[src/rtl/glmd_pkg.sv]
package glmd_pkg;

  localparam int VALUE_BITS      = 4;
  localparam int COORD_BITS      = 7;
  localparam int RISK_BITS       = 18;
  localparam int CFG_BITS        = 8;
  localparam int CFG_INDEX_BITS  = 2;
  localparam int DEF_MAX_WIDTH   = 128;
  localparam int DEF_MAX_HEIGHT  = 128;
  localparam int IMAGE_DIM_RESET = 100;

  // register indexes of the configuration port
  localparam logic [CFG_INDEX_BITS-1:0] REG_IMAGE_WIDTH  = 2'd0;
  localparam logic [CFG_INDEX_BITS-1:0] REG_IMAGE_HEIGHT = 2'd1;

  typedef struct packed {
    logic [VALUE_BITS-1:0] cell_height;
    logic                  pad;
  } in_item_t;

  typedef struct packed {
    logic [COORD_BITS-1:0] cell_row;
    logic [COORD_BITS-1:0] cell_col;
    logic [VALUE_BITS-1:0] cell_value;
    logic                  is_minimum;
    logic [RISK_BITS-1:0]  risk_total;
    logic                  frame_last;
  } out_item_t;

endpackage

[src/rtl/grid_local_minimum_detector_core.sv]
// result: a cell's result is registered on the transfer of the cell directly below it
//   (one row later); pad row items decide the last real row
// throughput: one input transfer per cycle while no result is stalled (a single chain shift)
// reset: counters, risk sum and output valid cleared; both dimensions return to 100
//   (clamped to the maximum); the line cells hold stale data until refilled
module grid_local_minimum_detector_core import glmd_pkg::*; #(
  parameter int MAX_WIDTH  = DEF_MAX_WIDTH,
  parameter int MAX_HEIGHT = DEF_MAX_HEIGHT
) (
  input  logic                      clk,
  input  logic                      rst,
  input  logic                      in_valid,
  output logic                      in_stall,
  input  in_item_t                  in_data,
  output logic                      out_valid,
  input  logic                      out_stall,
  output out_item_t                 out_data,
  input  logic                      cfg_we,
  input  logic [CFG_INDEX_BITS-1:0] cfg_index,
  input  logic [CFG_BITS-1:0]       cfg_data
);

  localparam int CB      = (MAX_WIDTH > 2) ? $clog2(MAX_WIDTH) : 1;
  localparam int HB      = $clog2(MAX_HEIGHT + 1);
  localparam int RESET_W = (IMAGE_DIM_RESET > MAX_WIDTH) ? MAX_WIDTH : IMAGE_DIM_RESET;
  localparam int RESET_H = (IMAGE_DIM_RESET > MAX_HEIGHT) ? MAX_HEIGHT : IMAGE_DIM_RESET;

  // clamped dimensions: last column index and row count
  logic [CB-1:0] width_last;
  logic [HB-1:0] height;
  logic [CB-1:0] cfg_w_last;
  logic [HB-1:0] cfg_h;

  // stream position of the next item and the frame's risk sum
  logic [CB-1:0]        col;
  logic [HB-1:0]        row;
  logic [RISK_BITS-1:0] risk;

  // neighborhood taps
  logic [VALUE_BITS-1:0] prev_head;   // row above, same column: the cell being decided
  logic [VALUE_BITS-1:0] prev_right;  // its right neighbor
  logic [VALUE_BITS-1:0] up_head;     // two rows above: its upper neighbor
  logic [VALUE_BITS-1:0] up_right;
  logic [VALUE_BITS-1:0] left;        // the cell decided one transfer earlier

  logic                 take;
  logic                 decide;
  logic                 at_col_end;
  logic                 at_pad_row;
  logic                 is_min;
  logic [RISK_BITS:0]   risk_sum;
  logic [RISK_BITS-1:0] risk_next;
  logic                 restart;

  // output register parts the two sides; input stalls only when it holds a stalled result
  assign in_stall = out_valid && out_stall;
  assign take     = in_valid && !in_stall;

  assign at_col_end = (col == width_last);
  assign at_pad_row = (row == height);
  assign decide     = (row != '0);

  // clamp of a written dimension to 2..max
  always_comb begin
    if (cfg_data < CFG_BITS'(2)) begin
      cfg_w_last = CB'(1);
      cfg_h      = HB'(2);
    end else begin
      if (32'(cfg_data) > MAX_WIDTH) begin
        cfg_w_last = CB'(MAX_WIDTH - 1);
      end else begin
        cfg_w_last = CB'(cfg_data - CFG_BITS'(1));
      end
      if (32'(cfg_data) > MAX_HEIGHT) begin
        cfg_h = HB'(MAX_HEIGHT);
      end else begin
        cfg_h = HB'(cfg_data);
      end
    end
  end

  // line of the row above fed by the stream, line two rows above fed by its head
  glmd_line #(.DEPTH(MAX_WIDTH)) u_prev_line (
    .clk       (clk),
    .shift     (take),
    .tail      (width_last),
    .din       (in_data.cell_height),
    .head      (prev_head),
    .head_next (prev_right)
  );

  glmd_line #(.DEPTH(MAX_WIDTH)) u_up_line (
    .clk       (clk),
    .shift     (take),
    .tail      (width_last),
    .din       (prev_head),
    .head      (up_head),
    .head_next (up_right)
  );

  always_ff @(posedge clk) begin
    if (take) begin
      left <= prev_head;
    end
  end

  // strict compare against every neighbor that exists
  always_comb begin
    is_min = 1'b1;
    if (col != '0 && left <= prev_head) begin
      is_min = 1'b0;
    end
    if (!at_col_end && prev_right <= prev_head) begin
      is_min = 1'b0;
    end
    if (row >= HB'(2) && up_head <= prev_head) begin
      is_min = 1'b0;
    end
    if (!at_pad_row && in_data.cell_height <= prev_head) begin
      is_min = 1'b0;
    end
  end

  // running risk, saturating at the field's maximum
  always_comb begin
    risk_sum = {1'b0, risk} + (RISK_BITS+1)'(prev_head) + (RISK_BITS+1)'(1);
    if (is_min) begin
      risk_next = risk_sum[RISK_BITS] ? '1 : risk_sum[RISK_BITS-1:0];
    end else begin
      risk_next = risk;
    end
  end

  assign restart = cfg_we && (cfg_index == REG_IMAGE_WIDTH || cfg_index == REG_IMAGE_HEIGHT);

  always_ff @(posedge clk) begin
    if (rst) begin
      width_last <= CB'(RESET_W - 1);
      height     <= HB'(RESET_H);
      col        <= '0;
      row        <= '0;
      risk       <= '0;
    end else if (restart) begin
      if (cfg_index == REG_IMAGE_WIDTH) begin
        width_last <= cfg_w_last;
      end else begin
        height <= cfg_h;
      end
      col  <= '0;
      row  <= '0;
      risk <= '0;
    end else if (take) begin
      if (at_col_end && at_pad_row) begin
        // frame done: next frame starts clean
        col  <= '0;
        row  <= '0;
        risk <= '0;
      end else begin
        if (decide) begin
          risk <= risk_next;
        end
        if (at_col_end) begin
          col <= '0;
          row <= row + HB'(1);
        end else begin
          col <= col + CB'(1);
        end
      end
    end
  end

  // result register
  always_ff @(posedge clk) begin
    if (rst) begin
      out_valid <= 1'b0;
    end else if (take && decide) begin
      out_valid <= 1'b1;
    end else if (out_valid && !out_stall) begin
      out_valid <= 1'b0;
    end
  end

  always_ff @(posedge clk) begin
    if (take && decide) begin
      out_data.cell_row   <= COORD_BITS'(row - HB'(1));
      out_data.cell_col   <= COORD_BITS'(col);
      out_data.cell_value <= prev_head;
      out_data.is_minimum <= is_min;
      out_data.risk_total <= risk_next;
      out_data.frame_last <= at_col_end && at_pad_row;
    end
  end

`ifndef SYNTHESIS
  a_stall_only_when_full: assert property (@(posedge clk) disable iff (rst)
    in_stall |-> out_valid)
    else $error("input stalled with empty result register");

  a_decide_gives_result: assert property (@(posedge clk) disable iff (rst)
    (take && decide) |=> out_valid)
    else $error("decided cell did not reach the result register");

  a_col_in_range: assert property (@(posedge clk) disable iff (rst)
    (col <= width_last) && (row <= height))
    else $error("stream position beyond frame");

  a_frame_restart: assert property (@(posedge clk) disable iff (rst)
    (take && !cfg_we && at_col_end && at_pad_row) |=> (row == '0 && col == '0 && risk == '0))
    else $error("frame end did not restart counters");

  a_first_row_silent: assert property (@(posedge clk) disable iff (rst)
    (take && !decide && !(out_valid && !out_stall) && !out_valid) |=> !out_valid)
    else $error("first row produced a result");
`endif

endmodule

[src/rtl/glmd_cell.sv]
module glmd_cell import glmd_pkg::*; (
  input  logic                  clk,
  input  logic                  en,
  input  logic                  load,
  input  logic [VALUE_BITS-1:0] din_tail,
  input  logic [VALUE_BITS-1:0] din_next,
  output logic [VALUE_BITS-1:0] q
);

  // a cell takes the new value when it is the tail, else its neighbor's
  always_ff @(posedge clk) begin
    if (en) begin
      q <= load ? din_tail : din_next;
    end
  end

endmodule

[src/rtl/glmd_line.sv]
module glmd_line import glmd_pkg::*; #(
  parameter int DEPTH = DEF_MAX_WIDTH,
  localparam int IW   = (DEPTH > 2) ? $clog2(DEPTH) : 1
) (
  input  logic                  clk,
  input  logic                  shift,
  input  logic [IW-1:0]         tail,
  input  logic [VALUE_BITS-1:0] din,
  output logic [VALUE_BITS-1:0] head,
  output logic [VALUE_BITS-1:0] head_next
);

  logic [VALUE_BITS-1:0] q [DEPTH];

  for (genvar i = 0; i < DEPTH; i++) begin : g_cell
    logic [VALUE_BITS-1:0] nb;
    if (i == DEPTH - 1) begin : g_end
      assign nb = din;
    end else begin : g_mid
      assign nb = q[i+1];
    end
    glmd_cell u_cell (
      .clk      (clk),
      .en       (shift),
      .load     (tail == IW'(i)),
      .din_tail (din),
      .din_next (nb),
      .q        (q[i])
    );
  end

  assign head      = q[0];
  assign head_next = q[1];

endmodule

[config.mk]
export PLATFORM = sky130hd
export DESIGN_NAME = grid_local_minimum_detector_core
export DESIGN_NICKNAME = d
export VERILOG_FILES = /design/src/rtl/glmd_pkg.sv /design/src/rtl/grid_local_minimum_detector_core.sv /design/src/rtl/glmd_cell.sv /design/src/rtl/glmd_line.sv
export SDC_FILE = /design/constraint.sdc
export NUM_CORES = 1
export LEC_CHECK = 0
export BUFFER_PORTS_ARGS = -buffer_cell sky130_fd_sc_hd__buf_2
export CAP_MARGIN = 20
export CORE_MARGIN = 2
export CORE_UTILIZATION = 63
export CTS_CLUSTER_DIAMETER = 30
export CTS_CLUSTER_SIZE = 16
export DETAILED_ROUTE_END_ITERATION = 8
export PLACE_DENSITY_LB_ADDON = 0.2
export SETUP_SLACK_MARGIN = 0.05
export SYNTH_ARGS = -nofsm -noshare
export SYNTH_HDL_FRONTEND = slang
export SYNTH_SLANG_ARGS = --single-unit
[constraint.sdc]
create_clock -name clk -period 34.6 [get_ports clk]
set_clock_uncertainty 0.1 [all_clocks]
set_input_delay 1.73 -clock clk [delete_from_list [all_inputs] [get_ports clk]]
set_output_delay 1.73 -clock clk [all_outputs]
set_load 0.01 [all_outputs]
==> parameters.txt <==
Parameter                              Value

Run status
  Run status    finished clean

Logic synthesis
  Syn. warnings    0
  Cell types occupying the most area after synthesis    sky130_fd_sc_hd__edfxtp_1, sky130_fd_sc_hd__mux2_2, sky130_fd_sc_hd__o21ai_0
  Synthesized cell area    roughly 47000 µm²
  Fraction of registers with async set or reset after synthesis    0%
  Most used flip-flop cell after synthesis    sky130_fd_sc_hd__edfxtp_1
  Flops & latches, synth    1111
  Count of distinct cell types in the synthesized netlist    65
  Mapped Nets    3398
  Fraction of post-synthesis cell area in the top cell type by area    approximately 67%
  Sequential element share of the synthesized area    69.5%
  Mean post-synth cell area    14.1 µm²
  Count of mapped cells out of synthesis    3350
  Number of flops mapped to enable cells by yosys    around 1100
  Post-synth top area cell    sky130_fd_sc_hd__edfxtp_1

Route
  DRC violations left    0
  Detailed-route wire length per cell    22.5 µm
  DR pass1 iterations    6
  Post-DRT Antenna Nets    0
  Routed via count    27648
  Number of vias per cell    6.11
  Detailed-route wire length    102000 µm
  Detailed router's first-iteration violation count    2609

STA
  Hold violation count in the final report    0
  Final worst path period need    approximately 5200 ps
  Setup tns final    0 ps
  Least-Margin Pin Slew    1150 ps
  Final count of pins violating max slew    0
  Setup repair after global routing missed its margin    no
  Worst rel slew slack    22.8%
  Share of the clock period used by the worst path after layout    15.0%
  Number of endpoints failing setup at the final stage    0
  Top achievable clock speed    193 MHz

Clock tree
  Clk Tree Root Cell    sky130_fd_sc_hd__clkbuf_16
  Clock latency at the later pin of the worst-skew pair    750 ps
  Clk slew on worst S/H paths    about 50 ps
  # clock sinks    1111
  TritonCTS clock tree    built
  Cts hold-fix bufs    0
  Post-CTS Repair Setup Buffers    0
  Maximum buffer depth of the clock tree    3
  Number of levels in the clock H-tree    4
  Number of instances resized during post-cts repair    0
  Inserted Clock Buffers    ~180

Floorplanning
  Boundary Pins    60
  Starting density of the core    between 60 and 70%
  Vertical die dimension    between 200 and 300 µm
  Area of the core    74300 µm²
  Site Rows    100
  Horizontal extent of the die    roughly 280 µm
  Die ar.    77300 µm²

Pwr
  P_int    between 2 and 3 mW
  Peak supply drop    47.5 µV
  Share of total power in the clock network    52.0%
  Pleak    between 15 and 20 nW
  Switching power as a share of total power    21.9%
  PD cells    ~66 nW/µm²
  Power consumption    ~3.6 mW
  Power share of the combinational group    4.0%
  Power spent charging and discharging nets    0.788 mW
  Part of the power in registers    44.0%

Global routing
  Global-route wire length before repair    159000 µm
  Antenna violations before repair    0
  Total gr overflow    0
  Maximum number of pins on one net before global-route repair    199
  All-Layer GR Usage    about a quarter
  Vias in the first global route    28256

Min path
  Hold crit path type    flop to flop
  Min-Delay Startpoint    height[3]$_SDFFE_PP0P_
  Hold path depth    2
  Worst Hold End    height[3]$_SDFFE_PP0P_

Worst setup path
  Endpoint required time on the critical path    34890 ps
  Arr. time, crit path    roughly 5500 ps
  CP endpoint kind    flop
  Critical R2R Capture    risk[8]$_SDFFE_PP0P_
  Launch point of the worst reg-to-reg path    u_prev_line.g_cell[0].u_cell.q[2]$_DFFE_PP_
  Largest fanout of any net on the critical path    185
  Register-to-register setup slack    29780 ps
  Nature of the critical path startpoint    input pin
  Path depth of the worst reg2reg path    11
  Class of the most critical setup path    input pin to flop

Cells and area
  Final core area utilization    around three quarters
  Antenna fix cells    0
  Commonest non-fill, non-tap cell in the layout    sky130_fd_sc_hd__edfxtp_1
  Number of nets in the layout    3444
  Area growth syn-to-layout    15.7%
  Layout cell share with drive strength beyond 1    28.7%
  Leading cell types in the layout, fill and taps excluded    sky130_fd_sc_hd__edfxtp_1, sky130_fd_sc_hd__mux2_2, sky130_fd_sc_hd__nand2_1

Job
  Number of max-cap violations    0

Place
  Routability congestion estimate    0.849
  Count of input and output buffers    between 50 and 60
  HPWL Detailed    ~54000 µm
## layer usage
layer  track usage [%]  wire length [µm]  up-vias
met5                 0                 0        -
met4              11.0              3400        0
met3              4.87              6920      229
met2              44.3             50800     1048
met1              34.6             40500    13829
li1                  -                 -    12542
## final cells by class
class / count / area (µm²)
inverter: 36 / 149
sequential: 1111 / 32900
fill: 4491 / 19600
tap: 969 / 1210
clock inverter: 144 / 1720
clock buffer: 201 / 4700
multi-input combinational: 1964 / 13400
timing repair buffer: 100 / 668
## cells in the mapped netlist (6+ instances only)
library cell / n
sky130_fd_sc_hd__a21oi_1: 30
sky130_fd_sc_hd__a31oi_1: 9
sky130_fd_sc_hd__and3_1: 6
sky130_fd_sc_hd__buf_2: 9
sky130_fd_sc_hd__clkbuf_1: 228
sky130_fd_sc_hd__dfxtp_1: 49
sky130_fd_sc_hd__edfxtp_1: 1062
sky130_fd_sc_hd__ha_1: 27
sky130_fd_sc_hd__inv_1: 34
sky130_fd_sc_hd__mux2_2: 578
sky130_fd_sc_hd__nand2_1: 576
sky130_fd_sc_hd__nand2b_1: 6
sky130_fd_sc_hd__nand3_1: 18
sky130_fd_sc_hd__nand4_1: 11
sky130_fd_sc_hd__nor2_1: 89
sky130_fd_sc_hd__nor3_1: 18
sky130_fd_sc_hd__nor3b_1: 6
sky130_fd_sc_hd__o21ai_0: 452
sky130_fd_sc_hd__or2_2: 7
sky130_fd_sc_hd__or3_1: 8
sky130_fd_sc_hd__xnor2_1: 24
sky130_fd_sc_hd__xor2_1: 19
## worst max-delay path by stage
stage / start / slack [ps] / endpoint
final: out_stall / 29410 / u_prev_line.g_cell[56].u_cell.q[3]$_DFFE_PP_
after global routing: out_stall / 29120 / u_up_line.g_cell[57].u_cell.q[3]$_DFFE_PP_
after CTS: out_stall / 29140 / u_up_line.g_cell[57].u_cell.q[3]$_DFFE_PP_
after detailed placement: out_stall / 28350 / u_prev_line.g_cell[57].u_cell.q[2]$_DFFE_PP_
after global placement: out_stall / 28530 / u_prev_line.g_cell[57].u_cell.q[1]$_DFFE_PP_
after floorplan: out_stall / 3020 / risk[16]$_SDFFE_PP0P_
## sequential cells by signal, indices dropped and copies added, names as in the netlist, 7 cells and up
register                     count
u_prev_line.g_cell.u_cell.q    512
u_up_line.g_cell.u_cell.q      512
out_data                        38
risk                            18
height                           8
row                              8
col                              7
width_last                       7
## cells by family (layout without fill, tap and decap cells)
family                     after synthesis  after routing  share of synthesized area (%)
AOI/OAI and AO/OA                      535            535                           6.05
xor gates and xnor gates                43             43                          0.796
adders and majority gates               28             28                          0.757
buffers and inverters                  275            481                           2.24
DFF                                   1111           1111                           69.5
muxes                                  579            579                           13.8
and+or+nand+nor                        779            779                           6.87
## critical path, cell delays in order
cell and delay, ps:
sky130_fd_sc_hd__buf_2 100, sky130_fd_sc_hd__nand2_1 90, sky130_fd_sc_hd__nand2_1 260, sky130_fd_sc_hd__inv_8 610, sky130_fd_sc_hd__buf_12 630, sky130_fd_sc_hd__buf_4 860, sky130_fd_sc_hd__buf_4 490, sky130_fd_sc_hd__buf_16 340
## power by group through the flow
stage               sequential [mW]  clock, mW  combinational, mW
global placement               1.61          0              0.135
global route                   1.59       1.95              0.158
floorplan                      1.65          0             0.0990
detailed placement             1.61          0              0.141
CTS                            1.58       1.89              0.144
finish                         1.58       1.87              0.144
## per-stage QoR
step | cell area [µm²] | hold WS (ps) | std cells | setup WS [ps]
3_5_place_dp | 48300 | 361 | 4179 | 28350
5_1_grt | 54700 | 382 | 4525 | 29120
2_1_floorplan | 47300 | 343 | 3350 | 3020
4_1_cts | 54700 | 367 | 4524 | 29140
6_report | 54700 | 365 | 4525 | 29410
3_3_place_gp | 48300 | 360 | 4178 | 28530
Power figures use the tool's default switching activity.
